$ cat src/sv/cfe_pkg.sv
// Package with the request codes, the hash seed and the reset relocation limit of the cuckoo filter engine.
`timescale 1ns / 1ps

package cfe_pkg;

  // Request codes carried on the action field.
  typedef enum logic [1:0] {
    ACT_INSERT = 2'd0,
    ACT_LOOKUP = 2'd1,
    ACT_CLEAR  = 2'd2,
    ACT_NONE   = 2'd3
  } action_t;

  // Seed of the 16-bit DJB hash.
  localparam logic [15:0] DJB_SEED = 16'd5381;

  // Relocation limit after reset.
  localparam logic [7:0] MAX_RELOC_RESET = 8'd8;

endpackage

$ cat src/sv/cfe_hash.sv
// Combinational 16-bit DJB hash of a 16-bit value, low byte first.
`timescale 1ns / 1ps

module cfe_hash (
  input  logic [15:0] value,
  output logic [15:0] hash
);

  logic [15:0] h0;
  logic [15:0] h1;

  // Two rounds of h = h*33 + byte, kept to 16 bits.
  always_comb begin
    h0 = (cfe_pkg::DJB_SEED << 5) + cfe_pkg::DJB_SEED + {8'd0, value[7:0]};
    h1 = (h0 << 5) + h0 + {8'd0, value[15:8]};
  end

  assign hash = h1;

endmodule

$ cat src/sv/cfe_table.sv
// Bucket table: synchronous memory with one write port and one registered read port.
`timescale 1ns / 1ps

module cfe_table #(
  parameter int DEPTH = 128,
  parameter int IW    = 7
) (
  input  logic          clk,
  input  logic          wr_en,
  input  logic [IW-1:0] wr_addr,
  input  logic [15:0]   wr_data,
  input  logic [IW-1:0] rd_addr,
  output logic [15:0]   rd_data
);

  logic [15:0] mem [DEPTH];
  logic [15:0] rd_data_r;

  // Read returns the old contents when the same entry is written in that cycle.
  always_ff @(posedge clk) begin
    rd_data_r <= mem[rd_addr];
    if (wr_en) begin
      mem[wr_addr] <= wr_data;
    end
  end

  assign rd_data = rd_data_r;

endmodule

$ cat src/sv/cfe_ctrl.sv
// Request sequencer: hashing, bucket checks, relocation walk, table sweep and result register.
`timescale 1ns / 1ps

module cfe_ctrl #(
  parameter int BUCKET_COUNT = 128,
  parameter int IW           = 7
) (
  input  logic          clk,
  input  logic          rst_n,
  // request channel
  input  logic          in_valid,
  output logic          in_stall,
  input  logic [1:0]    in_action,
  input  logic [15:0]   in_key,
  input  logic          in_evict_choice,
  // result channel
  output logic          out_valid,
  input  logic          out_stall,
  output logic          out_ok,
  output logic [7:0]    out_relocations,
  output logic [15:0]   out_key_fingerprint,
  // configuration channel
  input  logic          cfg_valid,
  output logic          cfg_ready,
  input  logic [7:0]    cfg_data,
  // table port
  output logic          tbl_wr_en,
  output logic [IW-1:0] tbl_wr_addr,
  output logic [15:0]   tbl_wr_data,
  output logic [IW-1:0] tbl_rd_addr,
  input  logic [15:0]   tbl_rd_data
);

  localparam logic [IW-1:0] IDX_MASK = IW'(BUCKET_COUNT - 1);
  localparam logic [IW-1:0] LAST_IDX = IW'(BUCKET_COUNT - 1);

  typedef enum logic [3:0] {
    ST_INIT, ST_IDLE, ST_FP, ST_HASH, ST_RD2, ST_CHK, ST_ALT, ST_EVAL, ST_CLEAR, ST_DONE
  } state_t;

  state_t        state_r;
  logic [1:0]    action_r;
  logic [15:0]   key_r;
  logic          choice_r;
  logic [15:0]   fp_r;
  logic [IW-1:0] i2_r;
  logic [15:0]   b1_r;
  logic [IW-1:0] idx_r;
  logic [IW-1:0] alt_r;
  logic [15:0]   victim_r;
  logic [7:0]    count_r;
  logic          res_ok_r;
  logic [IW-1:0] clr_addr_r;
  logic [7:0]    max_reloc_r;
  logic          out_valid_r;
  logic          out_ok_r;
  logic [7:0]    out_reloc_r;
  logic [15:0]   out_fp_r;

  logic [15:0]   hash_in;
  logic [15:0]   hash_out;
  logic [IW-1:0] i1;
  logic [IW-1:0] alt;
  logic          out_free;

  // One shared hash unit: key in ST_FP, fingerprint in ST_HASH, victim in ST_ALT.
  always_comb begin
    case (state_r)
      ST_FP:   hash_in = key_r;
      ST_ALT:  hash_in = victim_r;
      default: hash_in = fp_r;
    endcase
  end

  cfe_hash u_hash (
    .value (hash_in),
    .hash  (hash_out)
  );

  assign i1       = fp_r[IW-1:0] & IDX_MASK;
  assign alt      = (idx_r ^ (hash_out[IW-1:0] & IDX_MASK)) & IDX_MASK;
  assign out_free = !out_valid_r || !out_stall;

  // Table read address and write request per state.
  always_comb begin
    tbl_rd_addr = i1;
    tbl_wr_en   = 1'b0;
    tbl_wr_addr = clr_addr_r;
    tbl_wr_data = 16'd0;
    case (state_r)
      ST_RD2: tbl_rd_addr = i2_r;
      ST_ALT: tbl_rd_addr = alt;
      ST_INIT, ST_CLEAR: begin
        tbl_wr_en = 1'b1;
      end
      ST_CHK: begin
        if (action_r == cfe_pkg::ACT_INSERT) begin
          tbl_wr_en   = 1'b1;
          tbl_wr_data = fp_r;
          if (b1_r == 16'd0) begin
            tbl_wr_addr = i1;
          end else if (tbl_rd_data == 16'd0) begin
            tbl_wr_addr = i2_r;
          end else begin
            tbl_wr_addr = choice_r ? i1 : i2_r;
          end
        end
      end
      ST_EVAL: begin
        tbl_wr_addr = alt_r;
        tbl_wr_data = victim_r;
        tbl_wr_en   = (tbl_rd_data == 16'd0) || (count_r < max_reloc_r);
      end
      default: begin
      end
    endcase
  end

  // State, working registers and the result register.
  always_ff @(posedge clk) begin
    if (!rst_n) begin
      state_r     <= ST_INIT;
      clr_addr_r  <= '0;
      max_reloc_r <= cfe_pkg::MAX_RELOC_RESET;
      out_valid_r <= 1'b0;
    end else begin
      if (cfg_valid) begin
        max_reloc_r <= cfg_data;
      end
      // The held result leaves; ST_DONE sets the flag itself when a new one is loaded.
      if (out_valid_r && !out_stall && state_r != ST_DONE) begin
        out_valid_r <= 1'b0;
      end
      case (state_r)
        ST_INIT: begin
          clr_addr_r <= clr_addr_r + 1'b1;
          if (clr_addr_r == LAST_IDX) begin
            clr_addr_r <= '0;
            state_r    <= ST_IDLE;
          end
        end
        ST_IDLE: begin
          if (in_valid) begin
            action_r <= in_action;
            key_r    <= in_key;
            choice_r <= in_evict_choice;
            state_r  <= ST_FP;
          end
        end
        ST_FP: begin
          fp_r     <= hash_out;
          count_r  <= 8'd0;
          res_ok_r <= 1'b0;
          case (action_r)
            cfe_pkg::ACT_INSERT, cfe_pkg::ACT_LOOKUP: state_r <= ST_HASH;
            cfe_pkg::ACT_CLEAR:                       state_r <= ST_CLEAR;
            default:                                  state_r <= ST_DONE;
          endcase
        end
        ST_HASH: begin
          i2_r    <= (i1 ^ (hash_out[IW-1:0] & IDX_MASK)) & IDX_MASK;
          state_r <= ST_RD2;
        end
        ST_RD2: begin
          b1_r    <= tbl_rd_data;
          state_r <= ST_CHK;
        end
        ST_CHK: begin
          if (action_r == cfe_pkg::ACT_LOOKUP) begin
            res_ok_r <= (b1_r == fp_r) || (tbl_rd_data == fp_r);
            state_r  <= ST_DONE;
          end else if (b1_r == 16'd0 || tbl_rd_data == 16'd0) begin
            res_ok_r <= 1'b1;
            state_r  <= ST_DONE;
          end else begin
            // Both buckets full: evict at the chosen bucket and walk.
            idx_r    <= choice_r ? i1 : i2_r;
            victim_r <= choice_r ? b1_r : tbl_rd_data;
            state_r  <= ST_ALT;
          end
        end
        ST_ALT: begin
          alt_r   <= alt;
          state_r <= ST_EVAL;
        end
        ST_EVAL: begin
          if (tbl_rd_data == 16'd0) begin
            res_ok_r <= 1'b1;
            state_r  <= ST_DONE;
          end else if (count_r >= max_reloc_r) begin
            res_ok_r <= 1'b0;
            state_r  <= ST_DONE;
          end else begin
            count_r  <= count_r + 8'd1;
            idx_r    <= alt_r;
            victim_r <= tbl_rd_data;
            state_r  <= ST_ALT;
          end
        end
        ST_CLEAR: begin
          clr_addr_r <= clr_addr_r + 1'b1;
          if (clr_addr_r == LAST_IDX) begin
            clr_addr_r <= '0;
            res_ok_r   <= 1'b1;
            state_r    <= ST_DONE;
          end
        end
        ST_DONE: begin
          // Wait for the result register to be free of the previous result.
          if (out_free) begin
            out_valid_r <= 1'b1;
            out_ok_r    <= res_ok_r;
            out_reloc_r <= count_r;
            out_fp_r    <= fp_r;
            state_r     <= ST_IDLE;
          end
        end
        default: state_r <= ST_IDLE;
      endcase
    end
  end

  assign in_stall            = (state_r != ST_IDLE);
  assign cfg_ready           = 1'b1;
  assign out_valid           = out_valid_r;
  assign out_ok              = out_ok_r;
  assign out_relocations     = out_reloc_r;
  assign out_key_fingerprint = out_fp_r;

endmodule

$ cat src/sv/cuckoo_filter_engine.sv
// Top level of the cuckoo filter engine: sequencer and bucket table memory.
// Usage:
//   Requests arrive on in_valid / in_stall with in_action (0 insert, 1 lookup,
//   2 clear), in_key and in_evict_choice. A transfer takes place on a rising edge
//   with in_valid high and in_stall low. One result per request leaves on
//   out_valid / out_stall with out_ok, out_relocations and out_key_fingerprint.
//   The user must write the relocation limit through cfg_valid / cfg_ready / cfg_data
//   only while the engine is idle; the block itself does not enforce this. cfg_ready is always high.
// Sequence (one request in flight, set by the single table read port):
//   lookup and insert hash the key to the fingerprint, hash that to the second
//   bucket, then read and check both buckets; an insert that evicts then walks,
//   each step a table read followed by a write back; a clear sweeps the table one
//   entry a cycle; action 3 goes straight to the result.
// Reset (synchronous, rst_n low) sets the limit to 8 and starts a clearing pass
//   over all BUCKET_COUNT entries, during which in_stall stays high.
// A stalled result is held in the output register; the next request is still
//   taken and worked on, and only its result waits until the held one is gone.
`timescale 1ns / 1ps

module cuckoo_filter_engine #(
  parameter int BUCKET_COUNT = 128
) (
  input  logic        clk,
  input  logic        rst_n,
  input  logic        in_valid,
  output logic        in_stall,
  input  logic [1:0]  in_action,
  input  logic [15:0] in_key,
  input  logic        in_evict_choice,
  output logic        out_valid,
  input  logic        out_stall,
  output logic        out_ok,
  output logic [7:0]  out_relocations,
  output logic [15:0] out_key_fingerprint,
  input  logic        cfg_valid,
  output logic        cfg_ready,
  input  logic [7:0]  cfg_data
);

  localparam int IW = $clog2(BUCKET_COUNT);

  logic          tbl_wr_en;
  logic [IW-1:0] tbl_wr_addr;
  logic [15:0]   tbl_wr_data;
  logic [IW-1:0] tbl_rd_addr;
  logic [15:0]   tbl_rd_data;

  // Sequencer.
  cfe_ctrl #(
    .BUCKET_COUNT (BUCKET_COUNT),
    .IW           (IW)
  ) u_ctrl (
    .clk                 (clk),
    .rst_n               (rst_n),
    .in_valid            (in_valid),
    .in_stall            (in_stall),
    .in_action           (in_action),
    .in_key              (in_key),
    .in_evict_choice     (in_evict_choice),
    .out_valid           (out_valid),
    .out_stall           (out_stall),
    .out_ok              (out_ok),
    .out_relocations     (out_relocations),
    .out_key_fingerprint (out_key_fingerprint),
    .cfg_valid           (cfg_valid),
    .cfg_ready           (cfg_ready),
    .cfg_data            (cfg_data),
    .tbl_wr_en           (tbl_wr_en),
    .tbl_wr_addr         (tbl_wr_addr),
    .tbl_wr_data         (tbl_wr_data),
    .tbl_rd_addr         (tbl_rd_addr),
    .tbl_rd_data         (tbl_rd_data)
  );

  // Bucket table.
  cfe_table #(
    .DEPTH (BUCKET_COUNT),
    .IW    (IW)
  ) u_table (
    .clk     (clk),
    .wr_en   (tbl_wr_en),
    .wr_addr (tbl_wr_addr),
    .wr_data (tbl_wr_data),
    .rd_addr (tbl_rd_addr),
    .rd_data (tbl_rd_data)
  );

endmodule

$ cat config.mk
export PLATFORM = sky130hd
export DESIGN_NAME = cuckoo_filter_engine
export DESIGN_NICKNAME = d
export VERILOG_FILES = /design/src/sv/cfe_pkg.sv /design/src/sv/cfe_hash.sv /design/src/sv/cfe_table.sv /design/src/sv/cfe_ctrl.sv /design/src/sv/cuckoo_filter_engine.sv
export SDC_FILE = /design/constraint.sdc
export NUM_CORES = 2
export LEC_CHECK = 0
export BUFFER_PORTS_ARGS = -buffer_cell sky130_fd_sc_hd__clkbuf_2
export CAP_MARGIN = 30
export CORE_MARGIN = 10
export CORE_UTILIZATION = 40
export CTS_BUF_LIST = sky130_fd_sc_hd__clkbuf_16
export DETAILED_ROUTE_END_ITERATION = 10
export HOLD_SLACK_MARGIN = 0.05
export REMOVE_ABC_BUFFERS = 1
export SETUP_SLACK_MARGIN = 0.5
export SLEW_MARGIN = 10
export SYNTH_ARGS = -nofsm -noshare
export SYNTH_HDL_FRONTEND = slang
export SYNTH_SLANG_ARGS = --single-unit
$ cat constraint.sdc
create_clock -name clk -period 13.95 [get_ports clk]
set_clock_uncertainty 0.1 [all_clocks]
set_input_delay 0.6975 -clock clk [delete_from_list [all_inputs] [get_ports clk]]
set_output_delay 0.6975 -clock clk [all_outputs]
set_load 0.05 [all_outputs]
## Word-level counts from Yosys, hierarchy flattened

Memories as Yosys holds them, arrays and structs flattened. A register that Yosys moved wholly into a read port is not among the register bits.
Index checks and enable logic that the tools add are counted.

| cells by class | value |
|---|---|
| eq/ne operators | 26 |
| reduce and logical (&&, ||, !) cells | 27 |
| bitwise logic cells | 2 |
| $add $sub $neg | 5 |
| multiplexer cells | 47 |
| order comparisons | 2 |

Operators by type and width:

| kind | count |
|---|---|
| two-way mux 16 bit | 6 |
| case mux 16 bit (2 select lines) | 3 |
| two-way mux 7 bit | 9 |
| case mux 7 bit (2 select lines) | 3 |
| case mux 4 bit (10 select lines) | 1 |
| equality test 16 bit | 2 |
| logical NOT 16 bit | 2 |
| two-way mux 4 bit | 8 |
| adder 16 bit | 1 |
| adder 16 x 8 -> 16 bit | 1 |
| adder 16 x 8 -> 16 bit, first input constant | 1 |
| equality test 4 x 3 -> 1 bit, second input constant | 4 |
| two-way mux 8 bit | 2 |
| case mux 8 bit (2 select lines) | 1 |
| bitwise XOR 7 bit | 2 |
| two-way mux 1 bit | 11 |
| != test 2 bit, second input constant | 5 |
| adder 8 x 1 -> 8 bit, second input constant | 1 |
| equality test 4 x 2 -> 1 bit, second input constant | 2 |
| equality test 4 bit, second input constant | 2 |
| greater-or-equal comparator 8 bit | 1 |
| less-than comparator 8 bit | 1 |
| case mux 4 bit (2 select lines) | 1 |
| AND reduction 2 bit | 4 |
| other kinds (23) | 35 |

| storage, ports and cells | value |
|---|---|
| memory bits (writable) | 2048 |
| memories kept | 1 |
| bits in registers | 142 |
| input port bits | 32 |
| output and inout bits | 28 |
| logic and storage cells | 128 |

Memory list:

| name | depth | width | rd ports | clocked after memory_dff | write ports | line | text |
|---|---|---|---|---|---|---|---|
| u_table.mem | 128 | 16 | 1 | 1 | 1 | cfe_table.sv:16 | `logic [15:0] mem [DEPTH];` |

## Depth between registers and ports, before layout

| logic depth | value |
|---|---|
| word-level depth | 7 |
| gate-level depth with buffers | 23 |
| mapped depth without buffers | 19 |

## By module

A second synthesis with hierarchy kept.

| unflattened totals | value |
|---|---|
| cell total of the unflattened synthesis | 3758 |
| area, all modules | 86200.2 µm² |

Modules (own cells, without submodules):

| module | cells an instance | seq. area each (µm²) | area each (µm²) | instances |
|---|---|---|---|---|
| cfe_table | 3086 | 61819.3 | 78522.8 | 1 |
| cfe_ctrl | 566 | 4063.9 | 6847.8 | 1 |
| cfe_hash | 106 | 0.0 | 829.5 | 1 |

## Least setup slack after synthesis

OpenSTA, ideal clock, no wires.

| timing path | value |
|---|---|
| path kind | reg2reg |
| from | register u_ctrl.state_r[1] |
| to | register u_table.rd_data_r[2], in the netlist u_table.rd_data[2] (read register of u_table.mem) |
| cell stages (with the launch flop) | 22 |
| setup slack | 8668 ps |
| required time | 13759 ps |
| data arrival time | 5091 ps |
| cell sequence | dfxtp_1 buf_2 nor3b_2 clkbuf_1 buf_1 buf_1 a21oi_1 ha_1 ha_1 fa_1 xor2_1 a22oi_1 a21o_1 clkbuf_1 nor2_1 buf_2 buf_1 clkbuf_1 a22oi_1 nand2_1 o22ai_1 a311oi_1 |

| on the way | value |
|---|---|
| cells in the longest elaborated chain, start to end | 7 |
| elaborated cells on any way between the ends | 9 |

Ends and longest elaborated chain:

| item | line | text |
|---|---|---|
| start: declaration | cfe_ctrl.sv:41 | `state_t state_r;` |
| start signal: assignment | cfe_ctrl.sv:122 | `state_r <= ST_INIT;` |
| start signal: assignment | cfe_ctrl.sv:139 | `state_r <= ST_IDLE;` |
| start signal: assignment | cfe_ctrl.sv:147 | `state_r <= ST_FP;` |
| equality test 4 x 3 -> 1 bit or equality test 4 x 2 -> 1 bit (tied branches) | cfe_ctrl.sv:68 | `case (state_r)` |
| case mux 16 bit (2 select lines) * | cfe_ctrl.sv:68 |  |
| adder 16 x 8 -> 16 bit | cfe_hash.sv:14 | `h0 = (cfe_pkg::DJB_SEED << 5) + cfe_pkg::DJB_SEED + {8'd0, value[7:0]};` |
| adder 16 bit | cfe_hash.sv:15 | `h1 = (h0 << 5) + h0 + {8'd0, value[15:8]};` |
| adder 16 x 8 -> 16 bit * | cfe_hash.sv:15 |  |
| net u_ctrl.hash_out[2] | cfe_ctrl.sv:61 | `logic [15:0] hash_out;` |
| bitwise XOR 7 bit * | cfe_ctrl.sv:81 | `assign alt = (idx_r ^ (hash_out[IW-1:0] & IDX_MASK)) & IDX_MASK;` |
| net u_ctrl.alt[2] | cfe_ctrl.sv:63 | `logic [IW-1:0] alt;` |
| case mux 7 bit (2 select lines) * | cfe_ctrl.sv:90 | `case (state_r)` |
| end: declaration | cfe_table.sv:17 | `logic [15:0] rd_data_r;` |

The timed path passes the listed nets; every way through them passes the cells marked *.
A chain may end at the register's enable or synchronous reset.

## Worst setup path after layout

| timing path | value |
|---|---|
| from | register u_ctrl.state_r[1] |
| to | register u_table.rd_data_r[15], in the netlist u_table.rd_data[15] (read register of u_table.mem) |

| on the way | value |
|---|---|
| cells in the longest elaborated chain, start to end | 7 |
| elaborated cells on any way between the ends | 9 |

Ends and longest elaborated chain:

| item | line |
|---|---|
| equality test 4 x 3 -> 1 bit or equality test 4 x 2 -> 1 bit (tied branches) | cfe_ctrl.sv:68 |
| case mux 16 bit (2 select lines) * | cfe_ctrl.sv:68 |
| adder 16 x 8 -> 16 bit | cfe_hash.sv:14 |
| adder 16 bit | cfe_hash.sv:15 |
| adder 16 x 8 -> 16 bit * | cfe_hash.sv:15 |
| net u_ctrl.hash_out[1] | cfe_ctrl.sv:61 |
| bitwise XOR 7 bit * | cfe_ctrl.sv:81 |
| case mux 7 bit (2 select lines) * | cfe_ctrl.sv:90 |

Marks and branches as above.

==> results by stage <==
Detailed routing:
- The total iterations of the first detailed-routing run is 6.
- The total number of vias is 48,810.
- In the routed layout, each cell is associated on average with a via count of 5.92.
- The DRC marker count from the first detailed-route iteration is 6,446.
- The total routed wirelength is 244 mm.
- In this run the remaining antenna-violating nets after routing total 0.
- The average wire length per cell after detail routing is 29.6 um.
- The detailed-route DRC error count is 0.

Clock network:
- The clock latency at the later pin of the worst-skew pair is 860 ps.
- The clock transition at the registers of the reported paths is 60 ps.
- The number of clock buffers inserted by TritonCTS is 215.
- Counting every sink on the clock net gives 2,206.
- TritonCTS built the clock tree.
- The clock tree synthesis step divided the H-tree into 4 levels.
- The hold buffer count at cts is 28.
- The maximum root-to-sink buffer count is 3.
- Clock tree synthesis selected as its root buffer the cell clkbuf_16.
- In this run the post-CTS setup repair buffer count came out at 0.
- The number of gates given a new drive strength after cts is 0.

Synth:
- Counting flops and latches in the post-synthesis netlist gives 2,206.
- The most frequent cell after synthesis is edfxtp_1.
- The synthesis warning total is 0.
- The post-synthesis instance total is 4,985.
- After synthesis the cells add up to 0.0877 mm2.
- The count of flip-flops with a built-in enable after synthesis is 2,170.
- The commonest cells after synthesis are 2,170 x edfxtp_1, 466 x nand2_1, 300 x mux4_2.
- edfxtp_1 takes more of the synthesized area than any other cell.
- The average size of a mapped cell is 17.6 um2.
- The share of synthesized area occupied by flip-flops and latches is 75.1%.
- The number of distinct library cells after synthesis is 78.
- The area share of the largest cell type after synthesis is 74.3%.
- After synthesis, the cell types taking the most area are edfxtp_1 74%, mux4_2 7.7%, nand2_1 2.0%.
- Among all flip-flop cells after synthesis, the most frequent one is edfxtp_1.
- The async set-or-reset flop fraction in the synthesized netlist is 0%.

Hold path:
- The startpoint identified for the worst hold timing path is cfg_valid.
- In this run the worst hold path is classified as primary input to flop.

GRT:
- The via count of the first global-routing pass is 47,389.
- Global routing used 19.9% of the available tracks across all layers.
- The number of antenna violations at the first check in global routing is 10.
- The wire length of the first global-routing pass is 350 mm.
- The pin count of the biggest net entering global routing is 151.
- Global routing finished with a remaining overflow of 0.

Worst setup path:
- The start-to-end type of the worst setup path is flop to flop.
- The most critical setup path has its endpoint at u_table.rd_data[15].
- For the worst flop-to-flop path, the logic depth is 20.
- For the worst setup path, the data arrival time is 8310 ps.
- The worst setup path is captured at a flop.
- The kind of launch point of the worst setup path is a flop.
- The reg-to-reg critical path endpoint is u_table.rd_data[15].
- The launching element of the worst setup path is u_ctrl.state_r[1].
- STA puts the critical path data required time at 14,580 ps.
- In this run the critical register-to-register path is launched from u_ctrl.state_r[1].
- The setup slack of the most critical reg-to-reg path is 6260 ps.
- The biggest fanout along the worst timing path is 94.

Place:
- The detailed-placement wirelength estimate is 141 mm.
- The number of placed instances, taps included, is 7,811.
- The port buffer count is 58.
- Routability-driven placement finished with a final weighted congestion of 0.864.
- At the placement stage, the worst setup path has a slack of 6410 ps.

Timing:
- The final hold slack is 170 ps.
- The final cycle utilization of the critical path is 55.1%.
- At the pin with the least slew margin, the transition time is 1040 ps.
- The number of failing setup endpoints in the final timing report is 0.
- The final worst setup slack is 6260 ps.
- Setup repair after global routing left no endpoint under its margin.
- The count of endpoints failing hold in the final timing report is 0.
- The max-slew violation count is 0.
- The time the final worst path needs with I/O delays and setup is 7690 ps.
- Static timing analysis puts the maximum clock frequency at 0.130 GHz.
- The headroom to the max-slew limit is 30.0%.

Final layout:
- In the final design database the tool counted 5,274 nets.
- In the final layout, flip-flops and latches occupy 0.0659 mm2.
- The area overhead of the layout relative to synthesis is 13.0%.
- Cells fill 45.6% of the core in the end.
- The fill cell instance count of the final layout is 18,398.
- In the final layout, the multi-input gates occupy 0.0201 mm2.
- Once layout is complete, the cells apart from fillers number 8,239.
- Of the cells placed in the final design, the portion with a size suffix greater than 1 is 17.6%.

Floorplan:
- Pin placement for this block handled 60 I/O pins.
- The chip height is 488 um.
- The starting density of the core is 40.3%.
- The width of the die is 488 um.
- The placeable core area is 0.218 mm2.
- The die area is 0.238 mm2.
- The floorplan has 171 rows.

Power:
- The total power divided by cell area is 131 mW/mm2.
- IR analysis of the VDD net gives a maximum drop of 0.000108 V.
- The reported leakage power is 31.4 nW.

Run status:
- The run finished with clean final reports.

Flow run:
- The tool flagged a number of max-cap violations equal to 0.
[cell usage in the layout, fill, tap and decap left out, types with 8 or more instances in the layout]
master / count
dlygate4sd3_1: 28
nand2_1: 464
mux2i_1: 165
xnor2_1: 14
ha_1: 32
clkinv_2: 38
nor4_1: 17
or4_1: 8
dfxtp_1: 36
nand3_1: 114
clkbuf_16: 216
a22oi_1: 147
mux4_2: 300
a32oi_1: 10
a22o_1: 10
xor2_1: 53
o21ai_0: 100
o22ai_1: 98
buf_4: 204
buf_12: 14
inv_1: 74
nor2b_1: 15
nor3_1: 15
a21oi_1: 137
a21o_1: 9
clkbuf_2: 58
a221oi_1: 9
edfxtp_1: 2170
a311oi_1: 40
nand4_1: 17
and3_1: 111
a31oi_1: 69
clkinv_1: 44
bufinv_16: 20
mux2_2: 16
and2_1: 8
a211oi_1: 105
o21ai_1: 20
nor2_1: 219
a22o_4: 14
[layout make-up]
| cell class | count | share of cell area [%] |
|---|---|---|
| clock inverters | 175 | 1.54 |
| inverters | 27 | 0.102 |
| diodes | 5 | 0.0126 |
| well taps | 2854 | 3.60 |
| clock buffers | 216 | 5.45 |
| multi-input cells | 2445 | 20.3 |
| flip-flops and latches | 2206 | 66.5 |
| repair buffers | 311 | 2.51 |
[layer usage]
| layer | track usage [%] | wire length (um) | vias up |
|---|---|---|---|
| li1 | - | - | 20487 |
| met1 | 27.9 | 99500 | 25492 |
| met2 | 31.0 | 113000 | 2360 |
| met3 | 4.49 | 22800 | 459 |
| met4 | 6.45 | 8380 | 12 |
| met5 | 0 | 94 | - |
[power breakdown]
group          switching [mW]  internal [mW]  leakage, nW
logic                  0.0474         0.0223         7.69
clock network            2.53           3.19         3.56
registers             0.00594           7.18         20.2
total                    2.58           10.4         31.4
[sequential cells by signal (all words and copies together), names as in the netlist, 2 cells and up]
register                    count
u_ctrl.out_relocations          8
u_ctrl.b1_r                    16
u_ctrl.action_r                 2
u_ctrl.idx_r                    7
u_ctrl.count_r                  8
u_ctrl.victim_r                16
u_ctrl.state_r                  4
u_ctrl.alt_r                    7
u_ctrl.key_r                   16
u_table.rd_data                16
u_ctrl.clr_addr_r               7
u_ctrl.out_key_fingerprint     16
u_ctrl.max_reloc_r              8
u_ctrl.i2_r                     7
u_table.mem                  2048
u_ctrl.fp_r                    16
[how the worst min path moves through the flow]
| stage | to | depth (start not counted) | slack, ps |
|---|---|---|---|
| global placement | u_ctrl.out_ok | 0 | 300 |
| global route | u_ctrl.max_reloc_r[3] | 2 | 180 |
| finish | u_ctrl.max_reloc_r[3] | 2 | 170 |
| CTS | u_ctrl.max_reloc_r[3] | 2 | 120 |
| detailed placement | u_ctrl.out_ok | 0 | 350 |
| floorplan | u_ctrl.out_ok | 0 | 300 |
[critical path, stage by stage (launching register included)]
cell,delay [ps]
dfxtp_1,310
buf_4,300
nor3b_4,240
buf_4,320
nand2_1,80
o21ai_0,220
inv_1,100
ha_1,360
ha_1,290
ha_1,350
xnor2_1,200
a211o_2,420
nand2_8,580
buf_4,630
buf_4,610
mux4_2,400
a22oi_1,290
a21oi_1,210
nor4_1,950
nand2_1,190
nor3b_1,190
[cells by family (layout without fill, tap and decap cells)]
logic type	Yosys count	after routing	synth area share, %
compound gates	829	829	6.33
xor+xnor	70	70	0.748
fa+ha+maj	36	36	0.548
buf+inv	334	729	2.21
flops	2206	2206	75.1
mux	481	481	9.79
other cells	1	6	0.00428
simple gates	1028	1028	5.24
[metrics by stage]
| step | area [um2] | power [mW] | setup TNS (ps) |
|---|---|---|---|
| global route | 99100 | 13.3 | 0 |
| global placement | 91700 | 7.39 | 0 |
| finish | 99100 | 13.0 | 0 |
| detailed placement | 91800 | 7.39 | 0 |
| floorplan | 85900 | 7.36 | -15450 |
| CTS | 99000 | 13.1 | 0 |
No activity file was read; power rests on OpenSTA's default activity.
